File: config.mk
export PLATFORM = sky130hd
export DESIGN_NAME = gamepad_axis_and_hat_reporter_core
export DESIGN_NICKNAME = d
export VERILOG_FILES = /design/src/hw/rtl/gahr_pkg.sv /design/src/hw/rtl/gahr_chan.sv /design/src/hw/rtl/gamepad_axis_and_hat_reporter_core.sv
export SDC_FILE = /design/constraint.sdc
export NUM_CORES = 1
export LEC_CHECK = 0
export BUFFER_PORTS_ARGS = -buffer_cell sky130_fd_sc_hd__clkbuf_2
export CAP_MARGIN = 40
export CORE_MARGIN = 1
export CORE_UTILIZATION = 42
export DETAILED_ROUTE_END_ITERATION = 10
export GPL_TIMING_DRIVEN = 0
export PLACE_DENSITY = 0.58
export SYNTH_ARGS = -nofsm -noshare
export SYNTH_HDL_FRONTEND = slang
export SYNTH_SLANG_ARGS = --single-unit
File: constraint.sdc
create_clock -name clk -period 16.8 [get_ports clk]
set_clock_uncertainty 0.2 [all_clocks]
set_input_delay 0.84 -clock clk [delete_from_list [all_inputs] [get_ports clk]]
set_output_delay 0.84 -clock clk [all_outputs]
set_load 0.05 [all_outputs]
File: src/hw/rtl/gahr_pkg.sv
// gahr_pkg: shared widths, types, register indexes and hat encoding
// for the gamepad axis and hat reporter
// no dependencies
package gahr_pkg;

    // field widths
    localparam int BUTTON_W    = 32;
    localparam int PAD_W       = 4;
    localparam int HAT_W       = 4;
    localparam int SAMPLE_W    = 12;
    localparam int SAMPLE_DROP = 4;
    localparam int AXIS_W      = 8;
    localparam int AXES        = 6;
    localparam int SEL_W       = 3;
    localparam int OFS_W       = 8;
    localparam int GAIN_W      = 8;
    localparam int DB_W        = 16;
    localparam int CFG_W       = 32;
    localparam int CFG_IDX_W   = 3;
    localparam int MAX_CH      = 4;

    // output item packing
    localparam int OUT_W       = BUTTON_W + HAT_W + AXES * AXIS_W;
    localparam int OUT_TDATA_W = ((OUT_W + 7) / 8) * 8;

    // saturation limits of an axis value
    localparam int AXIS_MIN = -128;
    localparam int AXIS_MAX = 127;

    // register reset values
    localparam logic [MAX_CH*SEL_W-1:0] AXIS_SELECT_RST = 12'hFFF;
    localparam logic [MAX_CH*OFS_W-1:0] OFFSETS_RST     = 32'h0000_0000;
    localparam logic [MAX_CH*GAIN_W-1:0] GAINS_RST      = 32'h0101_0101;

    typedef logic signed [AXIS_W-1:0] axis_val_t;

    // per-channel result handed to the axis merge
    typedef struct packed {
        logic                 drive;
        logic [SEL_W-1:0]     sel;
        axis_val_t            value;
    } chan_res_t;

    // configuration register indexes
    typedef enum logic [CFG_IDX_W-1:0] {
        REG_AXIS_SELECT   = 3'd0,
        REG_OFFSETS       = 3'd1,
        REG_GAINS         = 3'd2,
        REG_DEADBAND_LOW  = 3'd3,
        REG_DEADBAND_HIGH = 3'd4
    } cfg_reg_t;

    // direction pad words that map to a hat position
    localparam logic [PAD_W-1:0] PAD_RIGHT      = 4'b0001;
    localparam logic [PAD_W-1:0] PAD_UP         = 4'b0010;
    localparam logic [PAD_W-1:0] PAD_UP_RIGHT   = 4'b0011;
    localparam logic [PAD_W-1:0] PAD_DOWN       = 4'b0100;
    localparam logic [PAD_W-1:0] PAD_DOWN_RIGHT = 4'b0101;
    localparam logic [PAD_W-1:0] PAD_LEFT       = 4'b1000;
    localparam logic [PAD_W-1:0] PAD_UP_LEFT    = 4'b1010;
    localparam logic [PAD_W-1:0] PAD_DOWN_LEFT  = 4'b1100;

    // hat codes
    localparam logic [HAT_W-1:0] HAT_CENTER     = 4'd0;
    localparam logic [HAT_W-1:0] HAT_UP         = 4'd1;
    localparam logic [HAT_W-1:0] HAT_UP_RIGHT   = 4'd2;
    localparam logic [HAT_W-1:0] HAT_RIGHT      = 4'd3;
    localparam logic [HAT_W-1:0] HAT_DOWN_RIGHT = 4'd4;
    localparam logic [HAT_W-1:0] HAT_DOWN       = 4'd5;
    localparam logic [HAT_W-1:0] HAT_DOWN_LEFT  = 4'd6;
    localparam logic [HAT_W-1:0] HAT_LEFT       = 4'd7;
    localparam logic [HAT_W-1:0] HAT_UP_LEFT    = 4'd8;

    // pad word to hat code, conflicting directions read as centered
    function automatic logic [HAT_W-1:0] encode_hat(input logic [PAD_W-1:0] pad);
        logic [HAT_W-1:0] hat;
        unique case (pad)
            PAD_RIGHT:      hat = HAT_RIGHT;
            PAD_UP:         hat = HAT_UP;
            PAD_UP_RIGHT:   hat = HAT_UP_RIGHT;
            PAD_DOWN:       hat = HAT_DOWN;
            PAD_DOWN_RIGHT: hat = HAT_DOWN_RIGHT;
            PAD_LEFT:       hat = HAT_LEFT;
            PAD_UP_LEFT:    hat = HAT_UP_LEFT;
            PAD_DOWN_LEFT:  hat = HAT_DOWN_LEFT;
            default:        hat = HAT_CENTER;
        endcase
        return hat;
    endfunction

endpackage

File: src/hw/rtl/gahr_chan.sv
// gahr_chan: one converter channel, offset, signed gain, dead band and saturation
// depends on gahr_pkg
module gahr_chan
(
    input  logic [gahr_pkg::SAMPLE_W-1:0]      sample,
    input  logic [gahr_pkg::SEL_W-1:0]         sel,
    input  logic [gahr_pkg::OFS_W-1:0]         offset,
    input  logic signed [gahr_pkg::GAIN_W-1:0] gain,
    input  logic signed [gahr_pkg::DB_W-1:0]   db_low,
    input  logic signed [gahr_pkg::DB_W-1:0]   db_high,
    output gahr_pkg::chan_res_t                res
);

    localparam int RED_W  = gahr_pkg::SAMPLE_W - gahr_pkg::SAMPLE_DROP;
    localparam int DIFF_W = RED_W + 1;
    localparam int PROD_W = DIFF_W + gahr_pkg::GAIN_W;

    localparam logic signed [PROD_W-1:0] SAT_LO = PROD_W'(gahr_pkg::AXIS_MIN);
    localparam logic signed [PROD_W-1:0] SAT_HI = PROD_W'(gahr_pkg::AXIS_MAX);

    logic signed [DIFF_W-1:0] diff;
    logic signed [PROD_W-1:0] prod;
    logic signed [PROD_W-1:0] lo_ext;
    logic signed [PROD_W-1:0] hi_ext;
    logic                     in_band;
    logic                     sel_ok;
    gahr_pkg::axis_val_t      sat_val;

    // reduce the sample to eight bits and remove the offset
    assign diff = $signed({1'b0, sample[gahr_pkg::SAMPLE_W-1:gahr_pkg::SAMPLE_DROP]})
                - $signed({1'b0, offset});

    // signed scale, exact at this width
    assign prod = diff * gain;

    // dead band test
    assign lo_ext  = PROD_W'(db_low);
    assign hi_ext  = PROD_W'(db_high);
    assign in_band = (prod >= lo_ext) && (prod <= hi_ext);

    // clamp to the axis range
    always_comb
    begin
        if (prod < SAT_LO)
        begin
            sat_val = gahr_pkg::axis_val_t'(SAT_LO);
        end
        else if (prod > SAT_HI)
        begin
            sat_val = gahr_pkg::axis_val_t'(SAT_HI);
        end
        else
        begin
            sat_val = prod[gahr_pkg::AXIS_W-1:0];
        end
    end

    // channels with a select above the last axis stay off
    assign sel_ok = (sel < gahr_pkg::SEL_W'(gahr_pkg::AXES));

    assign res.drive = sel_ok && !in_band;
    assign res.sel   = sel;
    assign res.value = sat_val;

endmodule

File: src/hw/rtl/gamepad_axis_and_hat_reporter_core.sv
// gamepad_axis_and_hat_reporter_core: input item register, channel scaling,
// axis merge, hat encode and report register; uses gahr_pkg and gahr_chan
// an item passes the input register, then the report register, to the master side
// throughput: one item per cycle; a held report stalls the input only when the
// input register also holds an item that must emit
// reset: handshake state and the idle-report flag clear, configuration registers take defaults
module gamepad_axis_and_hat_reporter_core
#(
    parameter int CHANNELS = 4
)
(
    input  logic                                  clk,
    input  logic                                  rst_n,

    // configuration write port
    input  logic                                  cfg_we,
    input  logic [gahr_pkg::CFG_IDX_W-1:0]        cfg_index,
    input  logic [gahr_pkg::CFG_W-1:0]            cfg_wdata,

    // input items
    input  logic                                  s_axis_tvalid,
    output logic                                  s_axis_tready,
    // button_bits[31:0], pad_bits[35:32], sample_ch0 .. sample_ch(CHANNELS-1)
    // 12 bits each from bit 36 up, zero fill to whole bytes
    input  logic [((gahr_pkg::BUTTON_W + gahr_pkg::PAD_W
                    + gahr_pkg::SAMPLE_W * CHANNELS + 7) / 8) * 8 - 1:0] s_axis_tdata,

    // result items
    output logic                                  m_axis_tvalid,
    input  logic                                  m_axis_tready,
    // report_buttons[31:0], hat_code[35:32], axis_x[43:36], axis_y[51:44],
    // axis_z[59:52], axis_rz[67:60], axis_rx[75:68], axis_ry[83:76], zero fill
    output logic [gahr_pkg::OUT_TDATA_W-1:0]      m_axis_tdata
);

    localparam int SW = gahr_pkg::SAMPLE_W;
    localparam int S0 = gahr_pkg::BUTTON_W + gahr_pkg::PAD_W;

    // configuration registers
    logic [gahr_pkg::MAX_CH*gahr_pkg::SEL_W-1:0]  axis_select_reg;
    logic [gahr_pkg::MAX_CH*gahr_pkg::OFS_W-1:0]  offsets_reg;
    logic [gahr_pkg::MAX_CH*gahr_pkg::GAIN_W-1:0] gains_reg;
    logic signed [gahr_pkg::DB_W-1:0]             db_low_reg;
    logic signed [gahr_pkg::DB_W-1:0]             db_high_reg;

    // input item register
    logic                                         s1_valid_reg;
    logic                                         s1_valid_next;
    logic [gahr_pkg::BUTTON_W-1:0]                s1_buttons_reg;
    logic [gahr_pkg::PAD_W-1:0]                   s1_pad_reg;
    logic [SW-1:0]                                s1_samples_reg [CHANNELS];

    // report register
    logic                                         s2_valid_reg;
    logic                                         s2_valid_next;
    logic [gahr_pkg::BUTTON_W-1:0]                s2_buttons_reg;
    logic [gahr_pkg::HAT_W-1:0]                   s2_hat_reg;
    gahr_pkg::axis_val_t                          s2_axes_reg [gahr_pkg::AXES];

    logic                                         idle_sent_reg;
    logic                                         idle_sent_next;

    // combinational work on the held item
    gahr_pkg::chan_res_t                          chan_res [CHANNELS];
    gahr_pkg::axis_val_t                          axes [gahr_pkg::AXES];
    logic [gahr_pkg::HAT_W-1:0]                   hat;
    logic                                         nonzero;
    logic                                         emit;
    logic                                         s2_free;
    logic                                         s1_go;
    logic                                         s1_take;
    logic                                         s2_load;

    // configuration writes, unknown indexes ignored
    always_ff @(posedge clk or negedge rst_n)
    begin
        if (!rst_n)
        begin
            axis_select_reg <= gahr_pkg::AXIS_SELECT_RST;
            offsets_reg     <= gahr_pkg::OFFSETS_RST;
            gains_reg       <= gahr_pkg::GAINS_RST;
            db_low_reg      <= '0;
            db_high_reg     <= '0;
        end
        else if (cfg_we)
        begin
            unique case (cfg_index)
                gahr_pkg::REG_AXIS_SELECT:
                    axis_select_reg <= cfg_wdata[gahr_pkg::MAX_CH*gahr_pkg::SEL_W-1:0];
                gahr_pkg::REG_OFFSETS:
                    offsets_reg <= cfg_wdata[gahr_pkg::MAX_CH*gahr_pkg::OFS_W-1:0];
                gahr_pkg::REG_GAINS:
                    gains_reg <= cfg_wdata[gahr_pkg::MAX_CH*gahr_pkg::GAIN_W-1:0];
                gahr_pkg::REG_DEADBAND_LOW:
                    db_low_reg <= cfg_wdata[gahr_pkg::DB_W-1:0];
                gahr_pkg::REG_DEADBAND_HIGH:
                    db_high_reg <= cfg_wdata[gahr_pkg::DB_W-1:0];
                default:
                    ;
            endcase
        end
    end

    // per-channel scaling
    for (genvar ch = 0; ch < CHANNELS; ch++)
    begin : g_chan
        gahr_chan u_chan
        (
            .sample  (s1_samples_reg[ch]),
            .sel     (axis_select_reg[gahr_pkg::SEL_W*ch +: gahr_pkg::SEL_W]),
            .offset  (offsets_reg[gahr_pkg::OFS_W*ch +: gahr_pkg::OFS_W]),
            .gain    (gains_reg[gahr_pkg::GAIN_W*ch +: gahr_pkg::GAIN_W]),
            .db_low  (db_low_reg),
            .db_high (db_high_reg),
            .res     (chan_res[ch])
        );
    end

    // axis merge, later channels override earlier ones
    always_comb
    begin
        for (int a = 0; a < gahr_pkg::AXES; a++)
        begin
            axes[a] = '0;
            for (int ch = 0; ch < CHANNELS; ch++)
            begin
                if (chan_res[ch].drive && (chan_res[ch].sel == gahr_pkg::SEL_W'(a)))
                begin
                    axes[a] = chan_res[ch].value;
                end
            end
        end
    end

    assign hat = gahr_pkg::encode_hat(s1_pad_reg);

    // report content test
    always_comb
    begin
        nonzero = (s1_buttons_reg != '0) || (hat != gahr_pkg::HAT_CENTER);
        for (int a = 0; a < gahr_pkg::AXES; a++)
        begin
            if (axes[a] != '0)
            begin
                nonzero = 1'b1;
            end
        end
    end

    // handshake and flow control
    assign emit          = nonzero || !idle_sent_reg;
    assign s2_free       = !s2_valid_reg || m_axis_tready;
    assign s1_go         = s1_valid_reg && (!emit || s2_free);
    assign s2_load       = s1_go && emit;
    assign s_axis_tready = !s1_valid_reg || s1_go;
    assign s1_take       = s_axis_tvalid && s_axis_tready;

    assign s1_valid_next = s1_take ? 1'b1 : (s1_go ? 1'b0 : s1_valid_reg);
    assign s2_valid_next = s2_load ? 1'b1 : (m_axis_tready ? 1'b0 : s2_valid_reg);
    assign idle_sent_next = s1_go ? !nonzero : idle_sent_reg;

    // control state
    always_ff @(posedge clk or negedge rst_n)
    begin
        if (!rst_n)
        begin
            s1_valid_reg  <= 1'b0;
            s2_valid_reg  <= 1'b0;
            idle_sent_reg <= 1'b0;
        end
        else
        begin
            s1_valid_reg  <= s1_valid_next;
            s2_valid_reg  <= s2_valid_next;
            idle_sent_reg <= idle_sent_next;
        end
    end

    // input item payload
    always_ff @(posedge clk)
    begin
        if (s1_take)
        begin
            s1_buttons_reg <= s_axis_tdata[gahr_pkg::BUTTON_W-1:0];
            s1_pad_reg     <= s_axis_tdata[gahr_pkg::BUTTON_W +: gahr_pkg::PAD_W];
            for (int ch = 0; ch < CHANNELS; ch++)
            begin
                s1_samples_reg[ch] <= s_axis_tdata[S0 + SW*ch +: SW];
            end
        end
    end

    // report payload
    always_ff @(posedge clk)
    begin
        if (s2_load)
        begin
            s2_buttons_reg <= s1_buttons_reg;
            s2_hat_reg     <= hat;
            for (int a = 0; a < gahr_pkg::AXES; a++)
            begin
                s2_axes_reg[a] <= axes[a];
            end
        end
    end

    // output packing
    always_comb
    begin
        m_axis_tdata = '0;
        m_axis_tdata[gahr_pkg::BUTTON_W-1:0] = s2_buttons_reg;
        m_axis_tdata[gahr_pkg::BUTTON_W +: gahr_pkg::HAT_W] = s2_hat_reg;
        for (int a = 0; a < gahr_pkg::AXES; a++)
        begin
            m_axis_tdata[gahr_pkg::BUTTON_W + gahr_pkg::HAT_W + gahr_pkg::AXIS_W*a
                         +: gahr_pkg::AXIS_W] = s2_axes_reg[a];
        end
    end

    assign m_axis_tvalid = s2_valid_reg;

`ifndef ASSERT_OFF
    // a held all-zero report implies the idle flag is set
    a_zero_report_flag: assert property (@(posedge clk) disable iff (!rst_n)
        (s2_valid_reg && (m_axis_tdata == '0)) |-> idle_sent_reg)
        else $error("zero report held without idle flag");

    // a report is never loaded over one that is still waiting
    a_no_overwrite: assert property (@(posedge clk) disable iff (!rst_n)
        s2_load |-> (!s2_valid_reg || m_axis_tready))
        else $error("report register overwritten");

    // a second zero report in a row is dropped
    a_single_idle: assert property (@(posedge clk) disable iff (!rst_n)
        (s1_go && !nonzero && idle_sent_reg) |-> !s2_load)
        else $error("repeated zero report");

    // an empty input register always takes an item
    a_empty_ready: assert property (@(posedge clk) disable iff (!rst_n)
        !s1_valid_reg |-> s_axis_tready)
        else $error("input stalled while empty");
`endif

endmodule
==> results <==
- The worst setup path is captured at an output port.
- Summed over its instances, the top area cell type makes up about 18% of the synthesized netlist area.
- After synthesis, the share of flip-flops with an asynchronous set or reset is about two fifths.
- The estimated wirelength of the detail-placed design is ~64,000 microns.
- The worst hold margin is just under 0.2 ns.
- The number of global-route vias before repair came to about 23,000.
- The number of nets in the layout is about 3,700.
- The layout has a little over 6,000 filler cells.
- The placeable core area is 0.06458 sq mm.
- The placement row count is 93.
- The top cell type by total area after synthesis is sky130_fd_sc_hd__fa_1.
- The origin of the worst min-delay path is s_axis_tdata[16].
- The horizontal die dimension is ~260 microns.
- The first detailed-routing pass ran for 7 iterations.
- The overall overflow remaining after global route is 0.
- The mean instance size in the synthesized netlist is a little under 10 sq um.
- After detailed routing, the average wire length per cell comes to roughly 20 microns.
- The startpoint kind of the worst setup timing path is a register.
- Entering global routing, the biggest net connects 96 pins.
- TritonCTS built the clock tree.
- The worst setup path is of the register to output port kind.
- In this run, distinct cell masters in the synthesized netlist total approximately 110.
- The post-route clock period utilization is between 80% and 90%.
- The number of warnings reported in the yosys synthesis log is 0.
- The number of instances in the synthesized netlist is between 2,000 and 3,000.
- In the synthesized netlist the dominant register cell turns out to be sky130_fd_sc_hd__edfxtp_1.
- The initial cell density of the core is between 40 and 50%.
- Cells with a size suffix above 1 make up 13.23% of the layout.
- The cell with the biggest individual delay on the critical path is sky130_fd_sc_hd__xnor2_1.
- Timing would allow up to 70.04 MHz.
- At the worst endpoint, the required time is between 15 and 20 ns.
- The number of antenna violations at the first check in global routing is 2.
- The total clock sinks is 267.
- The final antenna-violating net count is 0.
- After synthesis the cells add up to 0.02748 sq mm.
- The overall die area is 0.06644 sq mm.
- The total via count in the routed design is between 20,000 and 25,000.
- The area growth from synthesis to layout is 12.16%.
- The tool flagged a number of max-cap violations equal to 0.
- After detailed routing, the total wire length is 78,110 microns.
- The largest stage delay on the critical path is 0.74 ns.
- The share of the core filled with cells in the final layout is between 40% and 50%.
- The count of cells resized by post-cts repair is 0.
- The run finished with clean final reports.
- Of the synthesized area, sequential elements account for 27.09%.
- In this run the worst path has a maximum fanout of 10.
- The beginning of the worst register-to-register path is s1_samples_reg[3][4].
- The count of state elements after synthesis is 267.
- The final weighted congestion of routability-driven global placement is between 0.9 and 1.
- Sorting the synthesized cells by area gives the leading types as sky130_fd_sc_hd__fa_1 18%, sky130_fd_sc_hd__edfxtp_1 17%, sky130_fd_sc_hd__ha_1 13%.
- The number of enable-type register cells in the synthesized netlist is roughly 150.
- The slew of the pin with the lowest slew margin is 0.9664 ns.
- Tracing the worst setup path back leads to its startpoint at s1_samples_reg[3][4].
- The post-placement cell count is between 3,000 and 4,000.
- The filler-free cell count of the finished design is 3,941.
- The maximum buffer depth of the clock tree is 3.
- The number of max-slew violations in the final report is 0.
- The worst path arrival time is 13.24 ns.
- The path class of the lowest-slack min-delay path is input port to register.
- The number of flip-flops under the largest register name is 48.
- The worst path buffer plus inverter count is 10.
- Counting stages on the worst path, the most repeated cell is sky130_fd_sc_hd__inv_1.
- The count of input and output buffers is 193.
- The max-slew headroom at the worst pin is 35.44%.
- The I/O pin count is about 220.
- After detailed routing, the number of remaining DRC violations is 0.
- The clock period could shrink to ~14 ns.
- The tree is rooted in a sky130_fd_sc_hd__clkbuf_16.
- The clock input transition at the sequential cells of the worst setup and hold paths is 0.06 ns.
- The number of vias per cell after detailed routing is 5.491.
- Setup repair after global routing left no endpoint under its margin.
- The clock reaches the later pin of the worst-skew pair after between 0.6 and 0.7 ns.
- The family with the most delay on the worst path is adder cells.
- The number of H-tree levels is 1.
- For this block, the initial DRC count from the detailed router was between 1,000 and 1,500.
- The count of final hold-check violations is 0.
- Global routing used between 20% and 30% of the available tracks across all layers.
- The number of buffers inserted during clock tree synthesis is 31.
- The first global-routing pass estimated roughly 120,000 microns of wire.
- The number of setup violations in the final report is 0.
- From bottom edge to top edge, the die measures roughly 260 microns.
==> worst reg2reg max path, delay by kind of cell, from the launching register on <==
kind            cells  cell delay [ns]
simple gates        8             2.13
buf+inv            11             2.43
fa+ha+maj           8             3.37
xor+xnor            1             0.74
flops               1             0.36
mux                 2             0.69
compound gates     14             3.63
==> cell usage after synthesis (9+ instances only) <==
cell type,number
sky130_fd_sc_hd__nand2b_1,56
sky130_fd_sc_hd__dfrtp_1,95
sky130_fd_sc_hd__inv_1,473
sky130_fd_sc_hd__or4_1,11
sky130_fd_sc_hd__o21ai_1,11
sky130_fd_sc_hd__a2111oi_0,9
sky130_fd_sc_hd__nor2_1,117
sky130_fd_sc_hd__xor2_1,36
sky130_fd_sc_hd__and2_1,154
sky130_fd_sc_hd__nand3_1,38
sky130_fd_sc_hd__nor3_1,28
sky130_fd_sc_hd__nor4_1,27
sky130_fd_sc_hd__a21o_1,45
sky130_fd_sc_hd__o21a_1,10
sky130_fd_sc_hd__ha_1,292
sky130_fd_sc_hd__o221ai_1,19
sky130_fd_sc_hd__clkbuf_1,47
sky130_fd_sc_hd__or2_2,16
sky130_fd_sc_hd__a211oi_1,23
sky130_fd_sc_hd__nor2b_1,59
sky130_fd_sc_hd__or3_1,13
sky130_fd_sc_hd__nand2_1,204
sky130_fd_sc_hd__a221oi_1,14
sky130_fd_sc_hd__fa_1,248
sky130_fd_sc_hd__a221o_1,10
sky130_fd_sc_hd__edfxtp_1,152
sky130_fd_sc_hd__o211ai_1,26
sky130_fd_sc_hd__dfstp_2,16
sky130_fd_sc_hd__and3_1,17
sky130_fd_sc_hd__a21oi_1,98
sky130_fd_sc_hd__nand4_1,22
sky130_fd_sc_hd__xnor2_1,49
sky130_fd_sc_hd__mux2i_1,9
sky130_fd_sc_hd__o21ai_0,107
sky130_fd_sc_hd__mux2_2,65
==> area by class of cell <==
type                       instances  area, sq um  share of cell area [%]
clock inverter                    19        160.2                  0.5197
sequential                       267         7442                   24.15
inverter                         480         1802                   5.847
timing repair buffer             218         1252                   4.064
clock buffer                      39        825.8                   2.680
antenna                            1        2.502                0.008121
tap                              855         1070                   3.472
buffer                            61        259.0                  0.8405
multi-input combinational       2001        18000                   58.42
==> kinds of logic (layout without fill, tap and decap cells) <==
family                   Yosys count  after routing  synth area share (%)
flip-flops                       267            267                 27.09
other                              1              5               0.01365
XOR/XNOR                          86             86                 2.769
AND/OR/NAND/NOR                  794            794                 15.26
multiplexers                      77             77                 3.142
buffers and inverters            541            817                 7.500
adder cells (fa/ha/maj)          540            540                 31.37
AO/OA/AOI/OAI                    500            500                 12.86
==> worst paths after layout <==
| check | end | slack, ns | cells after the start |
|---|---|---|---|
| min reg2reg | s2_hat_reg[2] | 0.23 | 0 |
| max reg2reg | hat[3] | 3.17 | 44 |
| max | s_axis_tready | 2.52 | 42 |
| max in group asynchronous | db_low_reg[1] | 15.14 | 3 |
| min in group asynchronous | db_low_reg[7] | 0.45 | 2 |
| min | s1_buttons_reg[16] | 0.20 | 1 |
==> stage by stage <==
step / worst slack, ns / TNS [ns] / instance area [sq um]
after floorplan: 3.364 / 0 / 27490
after global placement: -0.2176 / -17.59 / 29520
after detailed placement: 3.222 / 0 / 29800
after CTS: 2.563 / 0 / 30800
after global routing: 1.588 / 0 / 30810
final: 2.522 / 0 / 30820
==> routing by layer <==
metal / wire [microns] / share of wire (%) / GRT usage [%]
met5: 0 / 0 / 0
met2: 37630 / 48 / 41.09
met3: 4362 / 5.6 / 3.102
met4: 2623 / 3.4 / 7.873
met1: 33490 / 43 / 31.06
==> placed cells by master (no fill, tap or decap), drive strengths merged, types with 8 or more instances in the layout <==
| master | Yosys | layout |
|---|---|---|
| ha | 292 | 292 |
| o211ai | 26 | 26 |
| a21o | 46 | 46 |
| nor3b | 8 | 8 |
| or3 | 13 | 13 |
| a221o | 10 | 10 |
| or4 | 11 | 11 |
| mux2i | 9 | 9 |
| nand4 | 22 | 22 |
| nor4 | 29 | 29 |
| o21ai | 118 | 118 |
| dfstp | 16 | 16 |
| and2 | 154 | 154 |
| o221ai | 20 | 20 |
| nor3 | 29 | 29 |
| nand2 | 204 | 204 |
| mux2 | 68 | 68 |
| clkbuf | 47 | 280 |
| buf | 14 | 37 |
| a211oi | 26 | 26 |
| a32oi | 8 | 8 |
| dfrtp | 95 | 95 |
| o21a | 10 | 10 |
| clkinv | 6 | 18 |
| edfxtp | 152 | 152 |
| or2 | 18 | 18 |
| nand3 | 38 | 38 |
| xor2 | 36 | 36 |
| nor2b | 59 | 59 |
| fa | 248 | 248 |
| inv | 474 | 476 |
| nor2 | 121 | 121 |
| xnor2 | 50 | 50 |
| and3 | 17 | 17 |
| a221oi | 16 | 16 |
| a21oi | 100 | 100 |
| a2111oi | 12 | 12 |
| nand2b | 56 | 56 |
| o21bai | 8 | 8 |
==> timing repair <==
action                    4_1_cts  5_1_grt
buffers inserted                0        0
hold endpoints to repair       16        0
hold buffers                    1        0
Power is left out: the tool's default activity adds up to more than one toggle a clock period on the data nets, which glitch-free logic cannot reach.
